**config.mk**
```make
export PLATFORM = sky130hd
export DESIGN_NAME = motor_feedback_frame_decoder
export DESIGN_NICKNAME = d
export VERILOG_FILES = /design/src/rtl/mfd_pkg.sv /design/src/rtl/mfd_regs.sv /design/src/rtl/mfd_front.sv /design/src/rtl/mfd_queue.sv /design/src/rtl/mfd_back.sv /design/src/rtl/motor_feedback_frame_decoder.sv
export SDC_FILE = /design/constraint.sdc
export NUM_CORES = 1
export LEC_CHECK = 0
export ABC_AREA = 1
export BUFFER_PORTS_ARGS = -buffer_cell sky130_fd_sc_hd__buf_2
export CORE_ASPECT_RATIO = 0.5
export CORE_MARGIN = 5
export CORE_UTILIZATION = 35
export CTS_CLUSTER_DIAMETER = 30
export DETAILED_ROUTE_END_ITERATION = 10
export PLACE_DENSITY_LB_ADDON = 0.15
export SLEW_MARGIN = 5
export SYNTH_ARGS = -nofsm -noshare
export SYNTH_HDL_FRONTEND = slang
export SYNTH_SLANG_ARGS = --single-unit
```
**constraint.sdc**
```tcl
create_clock -name clk -period 8.5 [get_ports clk]
set_input_delay 0.85 -clock clk [delete_from_list [all_inputs] [get_ports clk]]
set_output_delay 0.85 -clock clk [all_outputs]
set_load 0.01 [all_outputs]
```
**src/rtl/mfd_pkg.sv**
```systemverilog
// ----------------------------------------------------------------------------
// mfd_pkg
// shared types and constants of the motor feedback frame decoder
// ----------------------------------------------------------------------------
package mfd_pkg;

  // number of motors on consecutive feedback identifiers (1 to 4)
  localparam int NUM_MOTORS = 4;
  localparam int MOTOR_W    = (NUM_MOTORS > 1) ? $clog2(NUM_MOTORS) : 1;

  // only four motors have an offset register, the rest use zero
  localparam int NUM_OFFSETS = 4;

  localparam int ID_W       = 11;
  localparam int OFFSET_W   = 13;
  localparam int ANGLE_W    = 16;
  localparam int TURNS_W    = 16;
  localparam int FRAMES_W   = 32;
  localparam int TICKS_W    = 30;
  localparam int TURN_SHIFT = 13;
  localparam int OUT_IDX_W  = 2;

  localparam logic [ID_W-1:0]    BASE_ID_RESET = 11'd517;
  localparam logic [ANGLE_W-1:0] HALF_TURN     = 16'd4096;
  localparam logic [ANGLE_W-1:0] NEG_HALF_TURN = 16'hF000;

  // configuration port
  localparam int ADDR_W    = 5;
  localparam int DATA_W    = 32;
  localparam int REG_IDX_W = 3;

  localparam logic [REG_IDX_W-1:0] REG_BASE_ID   = 3'd0;
  localparam logic [REG_IDX_W-1:0] REG_OFFSET_M0 = 3'd1;
  localparam logic [REG_IDX_W-1:0] REG_OFFSET_M1 = 3'd2;
  localparam logic [REG_IDX_W-1:0] REG_OFFSET_M2 = 3'd3;
  localparam logic [REG_IDX_W-1:0] REG_OFFSET_M3 = 3'd4;

  // queue between front and back
  localparam int QUEUE_DEPTH = 2;
  localparam int QPTR_W      = (QUEUE_DEPTH > 1) ? $clog2(QUEUE_DEPTH) : 1;
  localparam int QCNT_W      = $clog2(QUEUE_DEPTH + 1);

  typedef struct packed {
    logic [ID_W-1:0]                        base_id;
    logic [NUM_OFFSETS-1:0][OFFSET_W-1:0]   offset;
  } cfg_t;

  typedef struct packed {
    logic [MOTOR_W-1:0] motor;
    logic [ANGLE_W-1:0] angle;
    logic [15:0]        speed;
    logic [15:0]        torque;
    logic [7:0]         temp;
  } q_item_t;

  // angle offset of one motor, zero where no register exists
  function automatic logic [OFFSET_W-1:0] offset_of(input cfg_t cfg,
                                                    input logic [MOTOR_W-1:0] m);
    logic [OFFSET_W-1:0] res;
    res = '0;
    for (int i = 0; i < NUM_OFFSETS; i++) begin
      if (32'(m) == i) res = cfg.offset[i];
    end
    return res;
  endfunction

  function automatic logic [OUT_IDX_W-1:0] to_out_idx(input logic [MOTOR_W-1:0] m);
    logic [7:0] wide;
    wide = 8'(m);
    return wide[OUT_IDX_W-1:0];
  endfunction

endpackage

```
**src/rtl/mfd_regs.sv**
```systemverilog
// ----------------------------------------------------------------------------
// mfd_regs
// apb-style configuration registers: base identifier and angle offsets
// ----------------------------------------------------------------------------
module mfd_regs (
  input  logic                        clk,
  input  logic                        rst_n,
  input  logic                        psel,
  input  logic                        penable,
  input  logic                        pwrite,
  input  logic [mfd_pkg::ADDR_W-1:0]  paddr,
  input  logic [mfd_pkg::DATA_W-1:0]  pwdata,
  output logic [mfd_pkg::DATA_W-1:0]  prdata,
  output logic                        pready,
  output mfd_pkg::cfg_t               cfg
);
  import mfd_pkg::*;

  cfg_t                 cfg_r;
  cfg_t                 cfg_nxt;
  logic                 wr_en;
  logic [REG_IDX_W-1:0] idx;

  assign wr_en  = psel && penable && pwrite;
  assign idx    = paddr[ADDR_W-1:2];
  assign pready = 1'b1;
  assign cfg    = cfg_r;

  always_comb begin
    cfg_nxt = cfg_r;
    if (wr_en) begin
      case (idx)
        REG_BASE_ID:   cfg_nxt.base_id   = pwdata[ID_W-1:0];
        REG_OFFSET_M0: cfg_nxt.offset[0] = pwdata[OFFSET_W-1:0];
        REG_OFFSET_M1: cfg_nxt.offset[1] = pwdata[OFFSET_W-1:0];
        REG_OFFSET_M2: cfg_nxt.offset[2] = pwdata[OFFSET_W-1:0];
        REG_OFFSET_M3: cfg_nxt.offset[3] = pwdata[OFFSET_W-1:0];
        default: ;
      endcase
    end
  end

  always_comb begin
    case (idx)
      REG_BASE_ID:   prdata = DATA_W'(cfg_r.base_id);
      REG_OFFSET_M0: prdata = DATA_W'(cfg_r.offset[0]);
      REG_OFFSET_M1: prdata = DATA_W'(cfg_r.offset[1]);
      REG_OFFSET_M2: prdata = DATA_W'(cfg_r.offset[2]);
      REG_OFFSET_M3: prdata = DATA_W'(cfg_r.offset[3]);
      default:       prdata = '0;
    endcase
  end

  always_ff @(posedge clk) begin
    if (!rst_n) begin
      cfg_r.base_id <= BASE_ID_RESET;
      cfg_r.offset  <= '0;
    end else begin
      cfg_r <= cfg_nxt;
    end
  end

endmodule

```
**src/rtl/mfd_front.sv**
```systemverilog
// ----------------------------------------------------------------------------
// mfd_front
// accepts frames, matches the identifier and decodes the payload bytes
// ----------------------------------------------------------------------------
module mfd_front (
  input  logic                      in_valid,
  output logic                      in_stall,
  input  logic [mfd_pkg::ID_W-1:0]  in_frame_id,
  input  logic [7:0]                in_byte0,
  input  logic [7:0]                in_byte1,
  input  logic [7:0]                in_byte2,
  input  logic [7:0]                in_byte3,
  input  logic [7:0]                in_byte4,
  input  logic [7:0]                in_byte5,
  input  logic [7:0]                in_byte6,
  input  logic [7:0]                in_byte7,
  input  mfd_pkg::cfg_t             cfg,
  input  logic                      q_full,
  output logic                      q_push,
  output mfd_pkg::q_item_t          q_item
);
  import mfd_pkg::*;

  logic [ID_W:0]       diff;
  logic                match;
  logic [MOTOR_W-1:0]  motor;
  logic [ANGLE_W-1:0]  raw;
  logic                unused_byte7;

  // borrow out of the subtraction means identifier below the base
  assign diff  = {1'b0, in_frame_id} - {1'b0, cfg.base_id};
  assign match = !diff[ID_W] && (diff[ID_W-1:0] < ID_W'(NUM_MOTORS));
  assign motor = diff[MOTOR_W-1:0];
  assign raw   = {in_byte0, in_byte1};

  assign unused_byte7 = ^in_byte7;

  assign in_stall = q_full;
  assign q_push   = in_valid && !q_full && match;

  always_comb begin
    q_item.motor  = motor;
    q_item.angle  = raw - ANGLE_W'(offset_of(cfg, motor));
    q_item.speed  = {in_byte2, in_byte3};
    q_item.torque = {in_byte4, in_byte5};
    q_item.temp   = in_byte6 ^ {8{unused_byte7 & 1'b0}};
  end

endmodule

```
**src/rtl/mfd_queue.sv**
```systemverilog
// ----------------------------------------------------------------------------
// mfd_queue
// short first-in first-out queue of decoded frames
// ----------------------------------------------------------------------------
module mfd_queue (
  input  logic              clk,
  input  logic              rst_n,
  input  logic              push,
  input  mfd_pkg::q_item_t  push_item,
  input  logic              pop,
  output mfd_pkg::q_item_t  head,
  output logic              empty,
  output logic              full
);
  import mfd_pkg::*;

  q_item_t             slot_r [QUEUE_DEPTH];
  logic [QPTR_W-1:0]   wr_ptr_r;
  logic [QPTR_W-1:0]   wr_ptr_nxt;
  logic [QPTR_W-1:0]   rd_ptr_r;
  logic [QPTR_W-1:0]   rd_ptr_nxt;
  logic [QCNT_W-1:0]   count_r;
  logic [QCNT_W-1:0]   count_nxt;

  assign empty = (count_r == '0);
  assign full  = (count_r == QCNT_W'(QUEUE_DEPTH));
  assign head  = slot_r[rd_ptr_r];

  always_comb begin
    wr_ptr_nxt = wr_ptr_r;
    rd_ptr_nxt = rd_ptr_r;
    count_nxt  = count_r;
    if (push) begin
      wr_ptr_nxt = (32'(wr_ptr_r) == QUEUE_DEPTH - 1) ? '0 : wr_ptr_r + 1'b1;
    end
    if (pop) begin
      rd_ptr_nxt = (32'(rd_ptr_r) == QUEUE_DEPTH - 1) ? '0 : rd_ptr_r + 1'b1;
    end
    if (push && !pop) begin
      count_nxt = count_r + 1'b1;
    end else if (pop && !push) begin
      count_nxt = count_r - 1'b1;
    end
  end

  always_ff @(posedge clk) begin
    if (!rst_n) begin
      wr_ptr_r <= '0;
      rd_ptr_r <= '0;
      count_r  <= '0;
    end else begin
      wr_ptr_r <= wr_ptr_nxt;
      rd_ptr_r <= rd_ptr_nxt;
      count_r  <= count_nxt;
    end
  end

  always_ff @(posedge clk) begin
    if (push) begin
      slot_r[wr_ptr_r] <= push_item;
    end
  end

endmodule

```
**src/rtl/mfd_back.sv**
```systemverilog
// ----------------------------------------------------------------------------
// mfd_back
// per-motor turn tracking, frame counting and the output register
// ----------------------------------------------------------------------------
module mfd_back (
  input  logic                                clk,
  input  logic                                rst_n,
  input  mfd_pkg::q_item_t                    head,
  input  logic                                q_empty,
  output logic                                q_pop,
  output logic                                out_valid,
  input  logic                                out_stall,
  output logic [mfd_pkg::OUT_IDX_W-1:0]       out_motor_index,
  output logic signed [mfd_pkg::ANGLE_W-1:0]  out_angle,
  output logic signed [15:0]                  out_speed,
  output logic signed [15:0]                  out_current,
  output logic [7:0]                          out_temperature,
  output logic signed [mfd_pkg::TURNS_W-1:0]  out_turns,
  output logic signed [mfd_pkg::TICKS_W-1:0]  out_ticks,
  output logic [mfd_pkg::FRAMES_W-1:0]        out_frame_count
);
  import mfd_pkg::*;

  logic [ANGLE_W-1:0]  last_angle_r [NUM_MOTORS];
  logic [TURNS_W-1:0]  turns_r      [NUM_MOTORS];
  logic [FRAMES_W-1:0] frames_r     [NUM_MOTORS];

  logic                out_valid_r;
  logic                out_valid_nxt;
  logic [OUT_IDX_W-1:0] idx_r;
  logic [ANGLE_W-1:0]  angle_r;
  logic [15:0]         speed_r;
  logic [15:0]         torque_r;
  logic [7:0]          temp_r;
  logic [TURNS_W-1:0]  turns_out_r;
  logic [TICKS_W-1:0]  ticks_r;
  logic [FRAMES_W-1:0] frames_out_r;

  logic [ANGLE_W-1:0]  delta;
  logic                turn_dn;
  logic                turn_up;
  logic [TURNS_W-1:0]  turns_nxt;
  logic [TICKS_W-1:0]  ticks_nxt;
  logic [FRAMES_W-1:0] frames_nxt;

  // the output register frees up when it is empty or being taken
  assign q_pop = !q_empty && (!out_valid_r || !out_stall);

  // wrapped difference to the last angle of this motor
  assign delta   = head.angle - last_angle_r[head.motor];
  assign turn_dn = !delta[ANGLE_W-1] && (delta > HALF_TURN);
  assign turn_up = delta[ANGLE_W-1] && (delta < NEG_HALF_TURN);

  always_comb begin
    turns_nxt = turns_r[head.motor];
    if (turn_dn) begin
      turns_nxt = turns_r[head.motor] - 1'b1;
    end else if (turn_up) begin
      turns_nxt = turns_r[head.motor] + 1'b1;
    end
  end

  assign ticks_nxt  = {turns_nxt[TURNS_W-1], turns_nxt, {TURN_SHIFT{1'b0}}}
                    + {{(TICKS_W-ANGLE_W){head.angle[ANGLE_W-1]}}, head.angle};
  assign frames_nxt = frames_r[head.motor] + 1'b1;

  always_comb begin
    out_valid_nxt = out_valid_r;
    if (q_pop) begin
      out_valid_nxt = 1'b1;
    end else if (!out_stall) begin
      out_valid_nxt = 1'b0;
    end
  end

  always_ff @(posedge clk) begin
    if (!rst_n) begin
      out_valid_r <= 1'b0;
      for (int i = 0; i < NUM_MOTORS; i++) begin
        last_angle_r[i] <= '0;
        turns_r[i]      <= '0;
        frames_r[i]     <= '0;
      end
    end else begin
      out_valid_r <= out_valid_nxt;
      if (q_pop) begin
        last_angle_r[head.motor] <= head.angle;
        turns_r[head.motor]      <= turns_nxt;
        frames_r[head.motor]     <= frames_nxt;
      end
    end
  end

  always_ff @(posedge clk) begin
    if (q_pop) begin
      idx_r        <= to_out_idx(head.motor);
      angle_r      <= head.angle;
      speed_r      <= head.speed;
      torque_r     <= head.torque;
      temp_r       <= head.temp;
      turns_out_r  <= turns_nxt;
      ticks_r      <= ticks_nxt;
      frames_out_r <= frames_nxt;
    end
  end

  assign out_valid       = out_valid_r;
  assign out_motor_index = idx_r;
  assign out_angle       = $signed(angle_r);
  assign out_speed       = $signed(speed_r);
  assign out_current     = $signed(torque_r);
  assign out_temperature = temp_r;
  assign out_turns       = $signed(turns_out_r);
  assign out_ticks       = $signed(ticks_r);
  assign out_frame_count = frames_out_r;

endmodule

```
**src/rtl/motor_feedback_frame_decoder.sv**
```systemverilog
// ----------------------------------------------------------------------------
// motor_feedback_frame_decoder
// decodes motor feedback frames into angle, speed, current and turn tracking
// ----------------------------------------------------------------------------
// Takes one received standard frame per cycle (identifier plus eight bytes)
// unless the queue is full. Frames on one of the consecutive feedback
// identifiers starting at the base register are decoded for that motor; all
// other frames are taken and dropped without a result. The front matches and
// subtracts the offset into a two-entry queue; the back reads the motor's
// turn, angle and frame state, updates it and loads the output register.
// The sustained rate is one frame per clock while the output is not stalled,
// set by the single per-motor state update in the back; a stalled output
// holds the result while the queue keeps taking up to two more frames.
// Configuration sits on an apb-style port, registers at byte address four
// times the index: base identifier, then the four angle offsets.
module motor_feedback_frame_decoder (
  input  logic                                clk,
  input  logic                                rst_n,
  // configuration
  input  logic                                psel,
  input  logic                                penable,
  input  logic                                pwrite,
  input  logic [mfd_pkg::ADDR_W-1:0]          paddr,
  input  logic [mfd_pkg::DATA_W-1:0]          pwdata,
  output logic [mfd_pkg::DATA_W-1:0]          prdata,
  output logic                                pready,
  // frame requests
  input  logic                                in_valid,
  output logic                                in_stall,
  input  logic [mfd_pkg::ID_W-1:0]            in_frame_id,
  input  logic [7:0]                          in_byte0,
  input  logic [7:0]                          in_byte1,
  input  logic [7:0]                          in_byte2,
  input  logic [7:0]                          in_byte3,
  input  logic [7:0]                          in_byte4,
  input  logic [7:0]                          in_byte5,
  input  logic [7:0]                          in_byte6,
  input  logic [7:0]                          in_byte7,
  // decoded results
  output logic                                out_valid,
  input  logic                                out_stall,
  output logic [mfd_pkg::OUT_IDX_W-1:0]       out_motor_index,
  output logic signed [mfd_pkg::ANGLE_W-1:0]  out_angle,
  output logic signed [15:0]                  out_speed,
  output logic signed [15:0]                  out_current,
  output logic [7:0]                          out_temperature,
  output logic signed [mfd_pkg::TURNS_W-1:0]  out_turns,
  output logic signed [mfd_pkg::TICKS_W-1:0]  out_ticks,
  output logic [mfd_pkg::FRAMES_W-1:0]        out_frame_count
);
  import mfd_pkg::*;

  cfg_t    cfg;
  q_item_t push_item;
  q_item_t head;
  logic    q_push;
  logic    q_pop;
  logic    q_empty;
  logic    q_full;

  // register file
  mfd_regs u_regs (
    .clk     (clk),
    .rst_n   (rst_n),
    .psel    (psel),
    .penable (penable),
    .pwrite  (pwrite),
    .paddr   (paddr),
    .pwdata  (pwdata),
    .prdata  (prdata),
    .pready  (pready),
    .cfg     (cfg)
  );

  // identifier match and byte decode, pushes only matching frames
  mfd_front u_front (
    .in_valid    (in_valid),
    .in_stall    (in_stall),
    .in_frame_id (in_frame_id),
    .in_byte0    (in_byte0),
    .in_byte1    (in_byte1),
    .in_byte2    (in_byte2),
    .in_byte3    (in_byte3),
    .in_byte4    (in_byte4),
    .in_byte5    (in_byte5),
    .in_byte6    (in_byte6),
    .in_byte7    (in_byte7),
    .cfg         (cfg),
    .q_full      (q_full),
    .q_push      (q_push),
    .q_item      (push_item)
  );

  // decouples frame intake from a stalled output
  mfd_queue u_queue (
    .clk       (clk),
    .rst_n     (rst_n),
    .push      (q_push),
    .push_item (push_item),
    .pop       (q_pop),
    .head      (head),
    .empty     (q_empty),
    .full      (q_full)
  );

  // per-motor state and output register
  mfd_back u_back (
    .clk             (clk),
    .rst_n           (rst_n),
    .head            (head),
    .q_empty         (q_empty),
    .q_pop           (q_pop),
    .out_valid       (out_valid),
    .out_stall       (out_stall),
    .out_motor_index (out_motor_index),
    .out_angle       (out_angle),
    .out_speed       (out_speed),
    .out_current     (out_current),
    .out_temperature (out_temperature),
    .out_turns       (out_turns),
    .out_ticks       (out_ticks),
    .out_frame_count (out_frame_count)
  );

  // the back never takes from an empty queue
  a_pop_not_empty: assert property (@(posedge clk) disable iff (!rst_n)
    q_pop |-> !q_empty)
    else $error("queue popped while empty");

  // an empty queue never holds off a new frame
  a_empty_no_stall: assert property (@(posedge clk) disable iff (!rst_n)
    q_empty |-> !in_stall)
    else $error("frame stalled with empty queue");

  // a result still waiting is never overwritten by a new pop
  a_hold_result: assert property (@(posedge clk) disable iff (!rst_n)
    out_valid && out_stall |-> !q_pop)
    else $error("pending result overwritten");

  // every pop shows up as a valid result on the next cycle
  a_pop_gives_result: assert property (@(posedge clk) disable iff (!rst_n)
    q_pop |=> out_valid)
    else $error("popped frame produced no result");

endmodule
```
-- After elaboration in Yosys (flattened, before gate mapping)
Memories as Yosys holds them, arrays and structs flattened. A register that Yosys moved wholly into a read port is not among the register bits.
Index checks and enable logic that the tools add are counted.
- word-level logic and storage cells: 105
- output and inout port bits: 171
- input port bits: 119
- bits in writable memories: 372
- register bits: 204
- memories: 4
- add/sub/neg operators: 11
- reductions and logical operators: 31
- equality and inequality tests: 9
- magnitude comparators: 3
- multiplexer cells: 30
- memories (memory ; depth ; bits a word ; read ports ; clocked after memory_dff ; wr ports ; RTL line ; RTL):
    u_back.frames_r ; 4 ; 32 ; 1 ; 0 ; 4 ; mfd_back.sv:26 ; logic [FRAMES_W-1:0] frames_r [NUM_MOTORS];
    u_queue.slot_r ; 2 ; 58 ; 1 ; 1 ; 1 ; mfd_queue.sv:17 ; q_item_t slot_r [QUEUE_DEPTH];
    u_back.last_angle_r ; 4 ; 16 ; 1 ; 0 ; 4 ; mfd_back.sv:24 ; logic [ANGLE_W-1:0] last_angle_r [NUM_MOTORS];
    u_back.turns_r ; 4 ; 16 ; 1 ; 0 ; 4 ; mfd_back.sv:25 ; logic [TURNS_W-1:0] turns_r [NUM_MOTORS];
- operators with widths (operator ; count):
    case mux 13 bit (5 select lines) ; 1
    two-way mux 16 bit ; 4
    two-way mux 13 bit ; 4
    adder 32 x 1 -> 32 bit, second input constant ; 1
    two-way mux 32 bit ; 1
    OR reduction 16 bit ; 2
    OR reduction 32 bit ; 1
    adder 29 x 16 -> 30 bit ; 1
    adder 16 x 1 -> 16 bit, second input constant ; 1
    > comparator 16 x 13 -> 1 bit, second input constant ; 1
    < comparator 16 bit, second input constant ; 1
    subtractor 16 x 1 -> 16 bit, second input constant ; 1
    subtractor 16 x 13 -> 16 bit ; 1
    subtractor 16 bit ; 1
    two-way mux 1 bit ; 15
    subtractor 11 x 11 -> 12 bit ; 1
    < comparator 11 x 3 -> 1 bit, second input constant ; 1
    logical AND 1 bit ; 10
    two-way mux 2 bit ; 5
    AND reduction 2 bit ; 5
    zero test 1 bit ; 8
    equality test 2 bit, second input constant ; 3
    equality test 3 x 2 -> 1 bit, second input constant ; 2
    zero test 2 bit ; 2
    other kinds (10) ; 11

-- Longest topological paths before layout
Gate-level depths: netlist of run 1.
- depth after elaboration: 8
- gate-level depth with buffers: 44

-- By module
From an unflattened synthesis of run 1, not the netlist that was laid out.
- cells, all modules: 2996
- area, all modules: 28766.3 µm²
- modules (own cells, without submodules) (module ; area each (µm²) ; times used ; cells each):
    mfd_back ; 18973.2 ; 1 ; 1905
    mfd_queue ; 4488.1 ; 1 ; 215
    mfd_regs ; 3308.2 ; 1 ; 525
    mfd_front ; 1996.9 ; 1 ; 351

-- Worst setup path after synthesis of run 1
No wires, ideal clock.
- path kind: input -> register
- start: input out_stall
- end: memory u_back.frames_r[3][0] (enable)
- data required time: 7.935 ns
- path slack: -0.214 ns
- setup time: 0.565 ns
- data arrival time: 8.149 ns
- stages: 5
- cell sequence: nand2_1 > o21ai_0 > inv_1 > nor2_1 > nor3_1
- RTL lines (element ; RTL line ; RTL):
    start, declared ; motor_feedback_frame_decoder.sv:41 ; input logic out_stall,
    end, declared ; mfd_back.sv:26 ;

==> insert_results.sql, run 1 <==
INSERT INTO impl_metrics (metric_group, metric, value, unit) VALUES
('power_and_ir_drop', 'finalPower', '13.11', 'mW'),
('critical_path', 'critPathCapture', 'u_back.out_ticks[26]', ''),
('synth', 'ys_warn_count', '0', ''),
('route', 'route.detailed.drc', '0', ''),
('critical_path', 'worst-path-max-fanout', '58', ''),
('synth', 'synth-edff-count', '495', ''),
('global_routing', 'via_count_of_the_first_global_routing_pass', '20590', ''),
('critical_path', 'worstSetupEndpointType', 'register', ''),
('clock_network', 'cts.sink_count', '564', ''),
('clock_network', 'clkSlewWorstSetupHoldPaths', '0.05', 'ns'),
('synth', 'synthesis.area', '28070', 'um2'),
('critical_path', 'critical_path_arrival', '7.47', 'ns'),
('route', 'initialDrtViolationCount', '1595', ''),
('die', 'fp.dieW', '410.5', 'um'),
('global_routing', 'grt_overflow_total', '0', ''),
('job', 'maxCapViolCount', '0', ''),
('cells_and_area', 'most_common_library_cell_in_the_layout_ignoring_fill_and_taps', 'sky130_fd_sc_hd__nand2_1', ''),
('route', 'vias_per_cell', '4.866', ''),
('die', 'pin_count', '290', ''),
('critical_path', 'rrSetupSlack', '1.46', 'ns'),
('die', 'floorplan.rows', '73', ''),
('synth', 'synth-seq-area-share', '57.87', '%'),
('critical_path', 'critPathMaxStageDelay', '0.58', 'ns'),
('die', 'floorplan.die_area', '86320', 'um2'),
('route', 'num_vias', '21310', ''),
('die', 'placeableCoreArea', '79460', 'um2'),
('sta', 'max_freq', '142.1', 'MHz'),
('cells_and_area', 'n_fill_cell', '7789', ''),
('route', 'detailedRoute.firstPassIterationCount', '5', ''),
('route', 'wirelength', '78210', 'um'),
('clock_network', 'cts_buffer_depth', '3', ''),
('sta', 'slew_violations', '0', ''),
('sta', 'finalCritPeriodShare', '82.81', '%'),
('cells_and_area', 'final_cell_mix', 'sky130_fd_sc_hd__nand2_1 (771), sky130_fd_sc_hd__edfxtp_1 (495), sky130_fd_sc_hd__nor2_1 (390)', ''),
('sta', 'hold_viol_final', '0', ''),
('critical_path', 'worst-setup-path-type', 'reg -> reg', ''),
('sta', 'setup_viol_count_final', '0', ''),
('synth', 'syn_avg_cell_area', '9.364', 'um2'),
('power_and_ir_drop', 'total_power_per_unit_cell_area', '390.0', 'nW/um2'),
('synth', 'synth_seq_cells', '564', ''),
('clock_network', 'worst_skew_pair.late_latency', '0.70', 'ns'),
('cells_and_area', 'drive_above_1_share', '16.17', '%'),
('critical_path', 'regToRegEndpoint', 'u_back.out_ticks[26]', ''),
('synth', 'synthesis.instances', '2998', ''),
('clock_network', 'htree_levels', '3', ''),
('global_routing', 'grt_antenna_before_repair', '7', ''),
('power_and_ir_drop', 'vdd_ir_drop_max', '226.1', 'uV'),
('placement', 'portBuffers', '240', ''),
('sta', 'finalWorstPathRequiredPeriod', '7.039', 'ns'),
('placement', 'last_weighted_congestion_value_of_the_routability_driven_placer', '0.8669', ''),
('critical_path', 'path_common_cell', 'sky130_fd_sc_hd__nand2_1', ''),
('sta', 'layout_setup_ws', '1.461', 'ns'),
('outcome', 'run_status', 'complete, no violations', ''),
('global_routing', 'grt_pass1_wl', '119700', 'um'),
('clock_network', 'ctsRootBufferMaster', 'sky130_fd_sc_hd__clkbuf_16', ''),
('clock_network', 'cts_buffers', '100', ''),
('critical_path', 'crit_path_top_delay_cell', 'sky130_fd_sc_hd__buf_4', ''),
('min_path', 'hp-class', 'in -> reg', ''),
('placement', 'placement.setup.worst_slack', '1.478', 'ns'),
('sta', 'worst_pin_slew', '1.089', 'ns'),
('placement', 'dpl.hpwl', '50000', 'um'),
('sta', 'finClkSkew', '0.03929', 'ns'),
('critical_path', 'count_of_cells_along_the_worst_register_to_register_path', '35', ''),
('die', 'starting_utilization_of_the_core_area', '35.33', '%'),
('die', 'die_h', '210.3', 'um'),
('sta', 'max-slew-margin-rel', '27.16', '%'),
('cells_and_area', 'final_nets', '3423', ''),
('clock_network', 'cts.hold.buffers_added', '0', ''),
('global_routing', 'pin_count_of_the_biggest_net_entering_global_routing', '83', ''),
('power_and_ir_drop', 'leakage_component_of_the_power', '13.99', 'nW'),
('cells_and_area', 'area_growth_syn_to_layout', '19.76', '%');
layout make-up:
type,instances,area [um2],share of cell area [%]
Sequential cell,564,16250,48.32
Multi-Input combinational cell,1996,9936,29.55
Clock buffer,113,2592,7.711
Timing Repair Buffer,267,1404,4.176
Tap cell,1050,1314,3.908
Inverter,312,1181,3.513
Clock inverter,76,942.2,2.802
Antenna cell,2,5.005,0.01489
power by group:
group	internal, mW	switching, mW	total, mW
clock	2.61	1.51	4.12
combinational	1.40	3.40	4.79
sequential	4.03	0.169	4.20
total	8.04	5.08	13.1
sequential cells by signal, summed over array words and instances (netlist names), named ones only:
| register | count |
|---|---|
| u_back.frames_r | 128 |
| u_queue.slot_r | 116 |
| u_back.last_angle_r | 64 |
| u_back.turns_r | 64 |
| u_regs.cfg | 63 |
| u_back.out_frame_count | 32 |
| u_back.out_ticks | 30 |
| u_back.out_current | 16 |
| u_back.out_speed | 16 |
| u_back.out_turns | 16 |
| u_back.out_temperature | 8 |
| u_back.out_angle | 3 |
| u_back.out_motor_index | 2 |
| u_queue.count_r | 2 |
| u_back.out_valid | 1 |
| u_queue.rd_ptr_r | 1 |
| u_queue.wr_ptr_r | 1 |
cell usage after synthesis (all sizes together), types with 14 or more instances:
cell type	instances	area [um2]
nor2	411	1615
clkbuf	48	180.2
a21oi	165	837.1
edfxtp	495	14860
buf	96	659.4
ha	59	738.2
xor2	48	457.9
o211ai	53	397.9
nand2	798	3082
nand3	156	800.8
inv	308	1161
or2	19	118.9
dfxtp	69	1381
a32o	14	140.1
o21ai	140	727.0
nand4	25	156.4
worst max-delay path: cells and delay by family, from the launching register on:
kind | cells | cell delay, ns
AO/OA/AOI/OAI | 7 | 2.02
AND/OR/NAND/NOR | 18 | 2.38
buffers and inverters | 6 | 1.09
adder cells (fa/ha/maj) | 3 | 0.83
XOR/XNOR | 1 | 0.06
flip-flops | 1 | 0.38
layer usage:
metal | track usage (%) | share of wire [%] | up-vias
li1 | - | - | 10540
met1 | 23.58 | 45 | 10200
met2 | 29.66 | 47 | 456
met3 | 3.907 | 5.3 | 115
met4 | 4.942 | 1.9 | 8
met5 | 0 | 0.061 | -
cells by family (layout without fill, tap and decap cells):
group | count (synthesis) | in the layout | synth area share [%]
flops | 564 | 564 | 57.87
simple gates | 1439 | 1439 | 21.28
compound gates | 414 | 414 | 8.722
xor+xnor | 60 | 60 | 2.006
buf+inv | 456 | 768 | 7.180
fa+ha+maj | 63 | 63 | 2.915
other cells | 2 | 22 | 0.02675
through the flow:
stage | util [%] | instances | instance area (um2) | hold slack, ns
after global routing | 42.31 | 4379 | 33620 | 0.3065
final | 42.31 | 4380 | 33620 | 0.3549
after global placement | 37.86 | 4189 | 30080 | 0.4544
after floorplan | - | 3016 | 28150 | 0.4396
after detailed placement | 37.86 | 4189 | 30080 | 0.4620
after CTS | 42.30 | 4378 | 33620 | 0.3019
worst min-delay path by stage:
stage	cells past startpoint	to	start
after floorplan	2	u_regs.cfg[1]	u_regs.cfg[1]
after global placement	2	u_regs.cfg[19]	u_regs.cfg[19]
after detailed placement	1	register	u_queue.rd_ptr_r
after CTS	1	u_queue.slot_r[0][38]	in_byte2[6]
after global routing	1	u_queue.slot_r[1][16]	in_byte4[0]
final	1	u_queue.slot_r[1][24]	in_byte3[0]
No activity file was read; power rests on OpenSTA's default activity.
==> run 2, diff against run 1 <==
==> constraint.sdc (replaced) <==
create_clock -name clk -period 6.2 [get_ports clk]
set_input_delay 0.62 -clock clk [delete_from_list [all_inputs] [get_ports clk]]
set_output_delay 0.62 -clock clk [all_outputs]
set_load 0.01 [all_outputs]
==> run 2 against run 1 <==
  * Global-route usage rose by 0.35 points
  * Count of clock-buffer cells in the layout fell by 3
  * Fmax rose by 25%
  * Critical path type unchanged
  * Highest routed layer unchanged
==> insert_results.sql, run 2 (synthesis gave the netlist of run 1 again) <==
INSERT INTO impl_metrics (metric_group, metric, value, unit) VALUES
('sta', 'grt_setup_unrepaired', 'false', ''),
('cells_and_area', 'drive_above_1_share', '16.29', '%'),
('route', 'route.detailed.drc', '0', ''),
('sta', 'slew_violations', '0', ''),
('clock_network', 'cts_buffer_depth', '3', ''),
('clock_network', 'worst_skew_pair.late_latency', '0.68', 'ns'),
('power_and_ir_drop', 'finalPower', '18.04', 'mW'),
('cells_and_area', 'largestRegisters', 'u_back.frames_r: 128 flops, u_queue.slot_r: 116 flops', ''),
('global_routing', 'globalRouteTotalUtil', '18.15', '%'),
('sta', 'max-slew-margin-rel', '30.01', '%'),
('clock_network', 'cts_resized', '0', ''),
('die', 'floorplan.die_area', '86320', 'um2'),
('critical_path', 'count_of_cells_along_the_worst_register_to_register_path', '36', ''),
('route', 'detailedRoute.firstPassIterationCount', '7', ''),
('critical_path', 'worst-setup-path-type', 'reg -> reg', ''),
('clock_network', 'cts_post_setup_buffers_inserted', '0', ''),
('clock_network', 'ctsRootBufferMaster', 'sky130_fd_sc_hd__clkbuf_16', ''),
('global_routing', 'pin_count_of_the_biggest_net_entering_global_routing', '73', ''),
('die', 'placeableCoreArea', '79460', 'um2'),
('cells_and_area', 'final_cell_mix', 'sky130_fd_sc_hd__nand2_1 (771), sky130_fd_sc_hd__edfxtp_1 (495), sky130_fd_sc_hd__nor2_1 (390)', ''),
('global_routing', 'via_count_of_the_first_global_routing_pass', '21020', ''),
('cells_and_area', 'post-route-cell-area', '33670', 'um2'),
('sta', 'worst_pin_slew', '1.050', 'ns'),
('clock_network', 'cts.hold.buffers_added', '0', ''),
('sta', 'finClkSkew', '0.03749', 'ns'),
('route', 'count_of_antenna_violating_nets_left_after_detailed_routing', '0', ''),
('sta', 'timing.setup.tns', '0', 'ns'),
('job', 'maxCapViolCount', '0', ''),
('cells_and_area', 'n_fill_cell', '7809', ''),
('route', 'num_vias', '21470', ''),
('cells_and_area', 'final-instance-count-excl-fill', '4391', ''),
('sta', 'finalCritPeriodShare', '90.54', '%'),
('sta', 'max_freq', '178.1', 'MHz'),
('die', 'die_h', '210.3', 'um'),
('critical_path', 'start_kind', 'register', ''),
('route', 'initialDrtViolationCount', '1571', ''),
('placement', 'postPlaceCellArea', '30240', 'um2'),
('cells_and_area', 'final_nets', '3440', ''),
('cells_and_area', 'area_growth_syn_to_layout', '19.94', '%'),
('clock_network', 'cts.sink_count', '564', ''),
('placement', 'numPlacedInstances', '4207', ''),
('route', 'vias_per_cell', '4.890', ''),
('critical_path', 'path_common_cell', 'sky130_fd_sc_hd__nand2_1', ''),
('min_path', 'hold-path-cell-count', '1', ''),
('clock_network', 'clkSlewWorstSetupHoldPaths', '0.06', 'ns'),
('sta', 'setup_viol_count_final', '0', ''),
('route', 'wl_per_cell', '18.09', 'um'),
('power_and_ir_drop', 'total_power_per_unit_cell_area', '535.7', 'nW/um2'),
('global_routing', 'grt_overflow_total', '0', ''),
('sta', 'layout_setup_ws', '0.5866', 'ns'),
('global_routing', 'grt_antenna_before_repair', '5', ''),
('clock_network', 'htree_levels', '3', ''),
('sta', 'hold_viol_final', '0', ''),
('placement', 'last_weighted_congestion_value_of_the_routability_driven_placer', '0.8894', ''),
('die', 'floorplan.rows', '73', ''),
('clock_network', 'tritoncts', 'built', ''),
('route', 'wirelength', '79430', 'um'),
('die', 'starting_utilization_of_the_core_area', '35.33', '%'),
('power_and_ir_drop', 'vdd_ir_drop_max', '270.2', 'uV'),
('cells_and_area', 'max_reg_flops', '128', ''),
('critical_path', 'cp.required', '6.62', 'ns'),
('critical_path', 'critPathMaxStageDelay', '0.42', 'ns'),
('global_routing', 'grt_pass1_wl', '121900', 'um'),
('clock_network', 'cts_buffers', '99', ''),
('critical_path', 'critical_path_arrival', '6.03', 'ns'),
('placement', 'placement.setup.worst_slack', '0.3641', 'ns'),
('critical_path', 'worst-path-max-fanout', '25', ''),
('cells_and_area', 'most_common_library_cell_in_the_layout_ignoring_fill_and_taps', 'sky130_fd_sc_hd__nand2_1', ''),
('placement', 'dpl.hpwl', '52020', 'um'),
('die', 'pin_count', '290', ''),
('cells_and_area', 'register_with_the_most_flip_flops', 'u_back.frames_r', ''),
('die', 'fp.dieW', '410.5', 'um'),
('outcome', 'run_status', 'complete, no violations', ''),
('placement', 'portBuffers', '240', ''),
('sta', 'finalWorstPathRequiredPeriod', '5.613', 'ns'),
('critical_path', 'worstSetupEndpointType', 'register', ''),
('critical_path', 'crit_path_top_delay_cell', 'sky130_fd_sc_hd__dfxtp_4', ''),
('min_path', 'hp-class', 'in -> reg', ''),
('power_and_ir_drop', 'leakage_component_of_the_power', '14.06', 'nW');
[run 2: cell type report]
class | count | area [um2] | share of cell area, %
flip-flops and latches | 564 | 16250 | 48.26
multi-input cells | 1996 | 9940 | 29.52
clock buffers | 110 | 2561 | 7.607
repair buffers | 285 | 1564 | 4.645
well taps | 1050 | 1314 | 3.902
inverters | 312 | 1181 | 3.508
clock inverters | 72 | 855.8 | 2.542
diodes | 2 | 5.005 | 0.01486
[run 2: worst paths after layout]
kind / start / to / slack, ns
max: register / u_back.out_ticks[25] / 0.59
min: in_byte2[0] / u_queue.slot_r[0][32] / 0.14
max reg2reg: register / u_back.out_ticks[25] / 0.59
min reg2reg: u_queue.rd_ptr_r / register / 0.46
[run 2: power by group]
part           switching (mW)  internal [mW]  total, mW
Sequential              0.243           5.53       5.78
Combinational            4.71           2.02       6.72
Clock                    1.96           3.58       5.54
[run 2: through the flow]
step                util [%]  hold WS (ns)
CTS                    42.36       0.08684
global route           42.37       0.09648
detailed placement     38.06        0.4631
floorplan                  -        0.4396
finish                 42.37        0.1426
global placement       38.06        0.4459
[run 2: worst max-delay path: cells and delay by family, from the launching register on]
kind	cells	cell delay, ns
and+or+nand+nor	22	2.42
adders and majority gates	3	0.98
DFF	1	0.42
buffers and inverters	6	0.56
AOI/OAI and AO/OA	5	0.94
[run 2: routing by layer]
metal	routed length, um	GRT usage [%]	up-vias
met5	27	0	-
met4	1504	4.942	4
met3	4194	3.609	116
met2	37530	30.20	525
met1	36170	24.38	10260
li1	-	-	10560
==> run 3, diff against run 2 <==
--- a/config.mk
+++ b/config.mk
@@ -12,8 +12,9 @@
 export CORE_UTILIZATION = 35
 export CTS_CLUSTER_DIAMETER = 30
 export DETAILED_ROUTE_END_ITERATION = 10
-export PLACE_DENSITY_LB_ADDON = 0.15
+export PLACE_DENSITY = 0.54
 export SLEW_MARGIN = 5
 export SYNTH_ARGS = -nofsm -noshare
 export SYNTH_HDL_FRONTEND = slang
+export SYNTH_HIERARCHICAL = 1
 export SYNTH_SLANG_ARGS = --single-unit
==> run 3 against run 2 <==
  * Non-clock buffer count decreased by 2
  * Clock power decreased by 5.4%
  * Register-to-register slack worse by 0.11 ns
  * Combinational power decreased by 3.6%
  * Global-route usage shrank 1.1 points
  * Sequential power shrank 4.8%
  * Power shrank 4.5%
  * Worst hold slack gained 0.036 ns
  * Synthesized area is 2.5% higher
  * Count of clock-buffer cells in the layout fell by 3
  * First-iteration DRC count is 6.1% lower
  * Clock skew fell by 0.0074 ns
==> insert_results.sql, run 3 <==
INSERT INTO impl_metrics (metric_group, metric, value, unit) VALUES
('sta', 'max_freq', '174.8', 'MHz'),
('die', 'die_h', '212.7', 'um'),
('power_and_ir_drop', 'clockPowerShare', '30.4', '%'),
('die', 'starting_utilization_of_the_core_area', '35.27', '%'),
('global_routing', 'globalRouteTotalUtil', '17.07', '%'),
('global_routing', 'grt_overflow_total', '0', ''),
('outcome', 'run_status', 'complete, no violations', ''),
('synth', 'yosysMostFrequentCell', 'sky130_fd_sc_hd__nand2_1', ''),
('sta', 'setup_viol_count_final', '0', ''),
('cells_and_area', 'area_growth_syn_to_layout', '17.51', '%'),
('power_and_ir_drop', 'p_sw_share', '37.67', '%'),
('sta', 'grt_setup_unrepaired', 'false', ''),
('power_and_ir_drop', 'internal-power', '10.73', 'mW'),
('route', 'num_vias', '21070', ''),
('clock_network', 'clkSlewWorstSetupHoldPaths', '0.06', 'ns'),
('min_path', 'hp-class', 'in -> reg', ''),
('synth', 'area_contributors_post_synth', 'sky130_fd_sc_hd__edfxtp_1 (52%), sky130_fd_sc_hd__nand2_1 (8.5%), sky130_fd_sc_hd__nor2_1 (7.2%), sky130_fd_sc_hd__dfxtp_1 (4.8%), sky130_fd_sc_hd__inv_1 (3.3%)', ''),
('synth', 'synth_commonest_cells', 'sky130_fd_sc_hd__nand2_1 (648), sky130_fd_sc_hd__nor2_1 (552), sky130_fd_sc_hd__edfxtp_1 (495)', ''),
('synth', 'ys_types', '60', ''),
('sta', 'timing.setup.tns', '0', 'ns'),
('clock_network', 'tritoncts', 'built', ''),
('sta', 'finalWorstPathRequiredPeriod', '5.719', 'ns'),
('job', 'maxCapViolCount', '0', ''),
('route', 'vias_per_cell', '4.802', ''),
('route', 'route.detailed.drc', '0', ''),
('critical_path', 'start_kind', 'register', ''),
('cells_and_area', 'drive_above_1_share', '19.80', '%'),
('route', 'count_of_antenna_violating_nets_left_after_detailed_routing', '0', ''),
('sta', 'finClkSkew', '0.03010', 'ns'),
('sta', 'finalCritPeriodShare', '92.25', '%'),
('synth', 'yosys.area.top_type_share', '51.67', '%'),
('power_and_ir_drop', 'leakage_component_of_the_power', '14.05', 'nW'),
('die', 'floorplan.die_area', '88370', 'um2'),
('sta', 'slew_violations', '0', ''),
('critical_path', 'critPathMaxStageDelay', '0.43', 'ns'),
('route', 'detailedRoute.firstPassIterationCount', '5', ''),
('synth', 'synth-seq-area-share', '56.47', '%'),
('route', 'wl_per_cell', '17.56', 'um'),
('clock_network', 'cts.sink_count', '564', ''),
('sta', 'max-slew-margin-rel', '26.07', '%'),
('global_routing', 'via_count_of_the_first_global_routing_pass', '20740', ''),
('cells_and_area', 'final_cell_mix', 'sky130_fd_sc_hd__nand2_1 (645), sky130_fd_sc_hd__nor2_1 (550), sky130_fd_sc_hd__edfxtp_1 (495)', ''),
('cells_and_area', 'largestRegisters', 'u_back/frames_r: 128 flops, u_queue/slot_r: 116 flops', ''),
('clock_network', 'ctsRootBufferMaster', 'sky130_fd_sc_hd__clkbuf_16', ''),
('placement', 'dpl.hpwl', '49620', 'um'),
('global_routing', 'grt_antenna_before_repair', '2', ''),
('synth', 'synth_seq_cells', '564', ''),
('route', 'initialDrtViolationCount', '1475', ''),
('power_and_ir_drop', 'total_power_per_unit_cell_area', '509.4', 'nW/um2'),
('clock_network', 'htree_levels', '3', ''),
('synth', 'post-synth-top-area-cell', 'sky130_fd_sc_hd__edfxtp_1', ''),
('critical_path', 'crit_path_top_delay_cell', 'sky130_fd_sc_hd__fa_1', ''),
('clock_network', 'cts_buffer_depth', '3', ''),
('placement', 'portBuffers', '240', ''),
('cells_and_area', 'final-instance-count-excl-fill', '4388', ''),
('route', 'wirelength', '77050', 'um'),
('clock_network', 'worst_skew_pair.late_latency', '0.64', 'ns'),
('synth', 'syn_avg_cell_area', '9.602', 'um2'),
('cells_and_area', 'final_nets', '3387', ''),
('critical_path', 'critical_path_arrival', '6.11', 'ns'),
('global_routing', 'grt_pass1_wl', '118700', 'um'),
('sta', 'hold_viol_final', '0', ''),
('sta', 'worst_pin_slew', '1.109', 'ns'),
('critical_path', 'path_common_cell', 'sky130_fd_sc_hd__nand2_1', ''),
('placement', 'numPlacedInstances', '4210', ''),
('cells_and_area', 'n_fill_cell', '7922', ''),
('power_and_ir_drop', 'p_comb_share', '37.6', '%'),
('cells_and_area', 'max_reg_flops', '128', ''),
('critical_path', 'worst-path-max-fanout', '19', ''),
('critical_path', 'count_of_cells_along_the_worst_register_to_register_path', '33', ''),
('synth', 'synth-edff-count', '495', ''),
('cells_and_area', 'register_with_the_most_flip_flops', 'u_back/frames_r', ''),
('critical_path', 'worst-setup-path-type', 'reg -> reg', ''),
('die', 'fp.dieW', '415.4', 'um'),
('critical_path', 'worstSetupEndpointType', 'register', ''),
('min_path', 'hold-path-cell-count', '1', ''),
('power_and_ir_drop', 'finalPower', '17.22', 'mW'),
('cells_and_area', 'most_common_library_cell_in_the_layout_ignoring_fill_and_taps', 'sky130_fd_sc_hd__nand2_1', ''),
('synth', 'synthesis.instances', '2996', ''),
('critical_path', 'cp.required', '6.59', 'ns'),
('die', 'pin_count', '290', ''),
('placement', 'last_weighted_congestion_value_of_the_routability_driven_placer', '0.8781', ''),
('die', 'floorplan.rows', '74', ''),
('power_and_ir_drop', 'vdd_ir_drop_max', '296.1', 'uV'),
('synth', 'synthesis.area', '28770', 'um2'),
('synth', 'synth_flop_cell', 'sky130_fd_sc_hd__edfxtp_1', ''),
('synth', 'ys_warn_count', '6', ''),
('clock_network', 'cts_buffers', '93', ''),
('global_routing', 'pin_count_of_the_biggest_net_entering_global_routing', '72', ''),
('synth', 'synthArstFlopShare', '0', '%'),
('power_and_ir_drop', 'power_spent_charging_and_discharging_nets', '6.486', 'mW'),
('die', 'placeableCoreArea', '81570', 'um2'),
('power_and_ir_drop', 'power.sequential.fraction', '31.9', '%');
run 3: cell count changes after synthesis, sizes merged, moves of 15 or more:
| cell | change |
|---|---|
| nor2 | +173 |
| nand2 | -122 |
| a21oi | -70 |
| o21ai | -69 |
| buf | +59 |
| mux2 | +58 |
| o211ai | -53 |
| inv | -41 |
| nand3 | +39 |
| nand4 | +19 |
| clkbuf | -15 |
| o22ai | +15 |
run 3: logic make-up (layout without fill, tap and decap cells):
family | Yosys count | in the layout | synth area share, %
adders and majority gates | 64 | 64 | 2.888
AOI/OAI and AO/OA | 226 | 226 | 4.937
other | 2 | 23 | 0.02611
and+or+nand+nor | 1561 | 1561 | 23.24
xor gates and xnor gates | 64 | 64 | 2.053
muxes | 60 | 60 | 2.601
buffers and inverters | 455 | 724 | 7.786
DFF | 564 | 564 | 56.47
run 3: layout make-up:
cell class | count | area, um2 | share of cell area (%)
antenna | 3 | 7.507 | 0.02221
clock buffer | 107 | 2400 | 7.099
clock inverter | 67 | 787.0 | 2.328
inverter | 267 | 1010 | 2.987
multi-input combinational | 1995 | 10430 | 30.86
sequential | 564 | 16250 | 48.07
tap | 1102 | 1379 | 4.079
timing repair buffer | 283 | 1539 | 4.553
run 3: timing repair:
item                       in CTS  in global routing
hold buffers                    0                  0
buffers inserted                0                  1
gates resized for setup         0                 16
setup endpoints to repair       0                  4
run 3: final timing paths:
kind / start / endpoint / slack [ns]
min: in_byte6[1] / u_queue/slot_r[1][1] / 0.18
max reg2reg: register / u_back/out_ticks[26] / 0.48
min reg2reg: u_back/out_valid / u_back/out_valid / 0.49
max: register / u_back/out_ticks[26] / 0.48
run 3: per-stage QoR:
step	setup slack (ns)	hold slack (ns)	utilization (%)	area (um2)
detailed placement	0.3457	0.4836	37.44	30540
CTS	0.3124	0.1312	41.34	33720
global route	0.0003628	0.1408	41.44	33800
global placement	0.3230	0.4719	37.44	30540
floorplan	0.4020	0.4514	-	28850
finish	0.4806	0.1789	41.44	33800
run 3: power by group through the flow:
stage	Combinational (mW)	Clock (mW)	Sequential, mW
after global routing	7.26	5.55	5.57
final	6.48	5.24	5.50
after global placement	6.44	0	5.57
after floorplan	4.31	0	5.78
after detailed placement	6.46	0	5.59
after CTS	6.50	5.35	5.52
run 3: critical path, delay by kind of cell (launching register included):
| family | cells | cell delay (ns) |
|---|---|---|
| and+or+nand+nor | 17 | 1.69 |
| AOI/OAI and AO/OA | 7 | 1.26 |
| DFF | 1 | 0.36 |
| adders and majority gates | 3 | 0.99 |
| buffers and inverters | 5 | 0.77 |
| muxes | 1 | 0.40 |
run 3: layer usage:
metal / share of wire, % / routed length [um] / up-vias / track usage (%)
met5: 0 / 0 / - / 0
met4: 2.3 / 1768 / 0 / 4.909
met3: 4.0 / 3111 / 117 / 2.769
met2: 48 / 37310 / 466 / 29.15
met1: 45 / 34860 / 10150 / 22.67
li1: - / - / 10340 / -
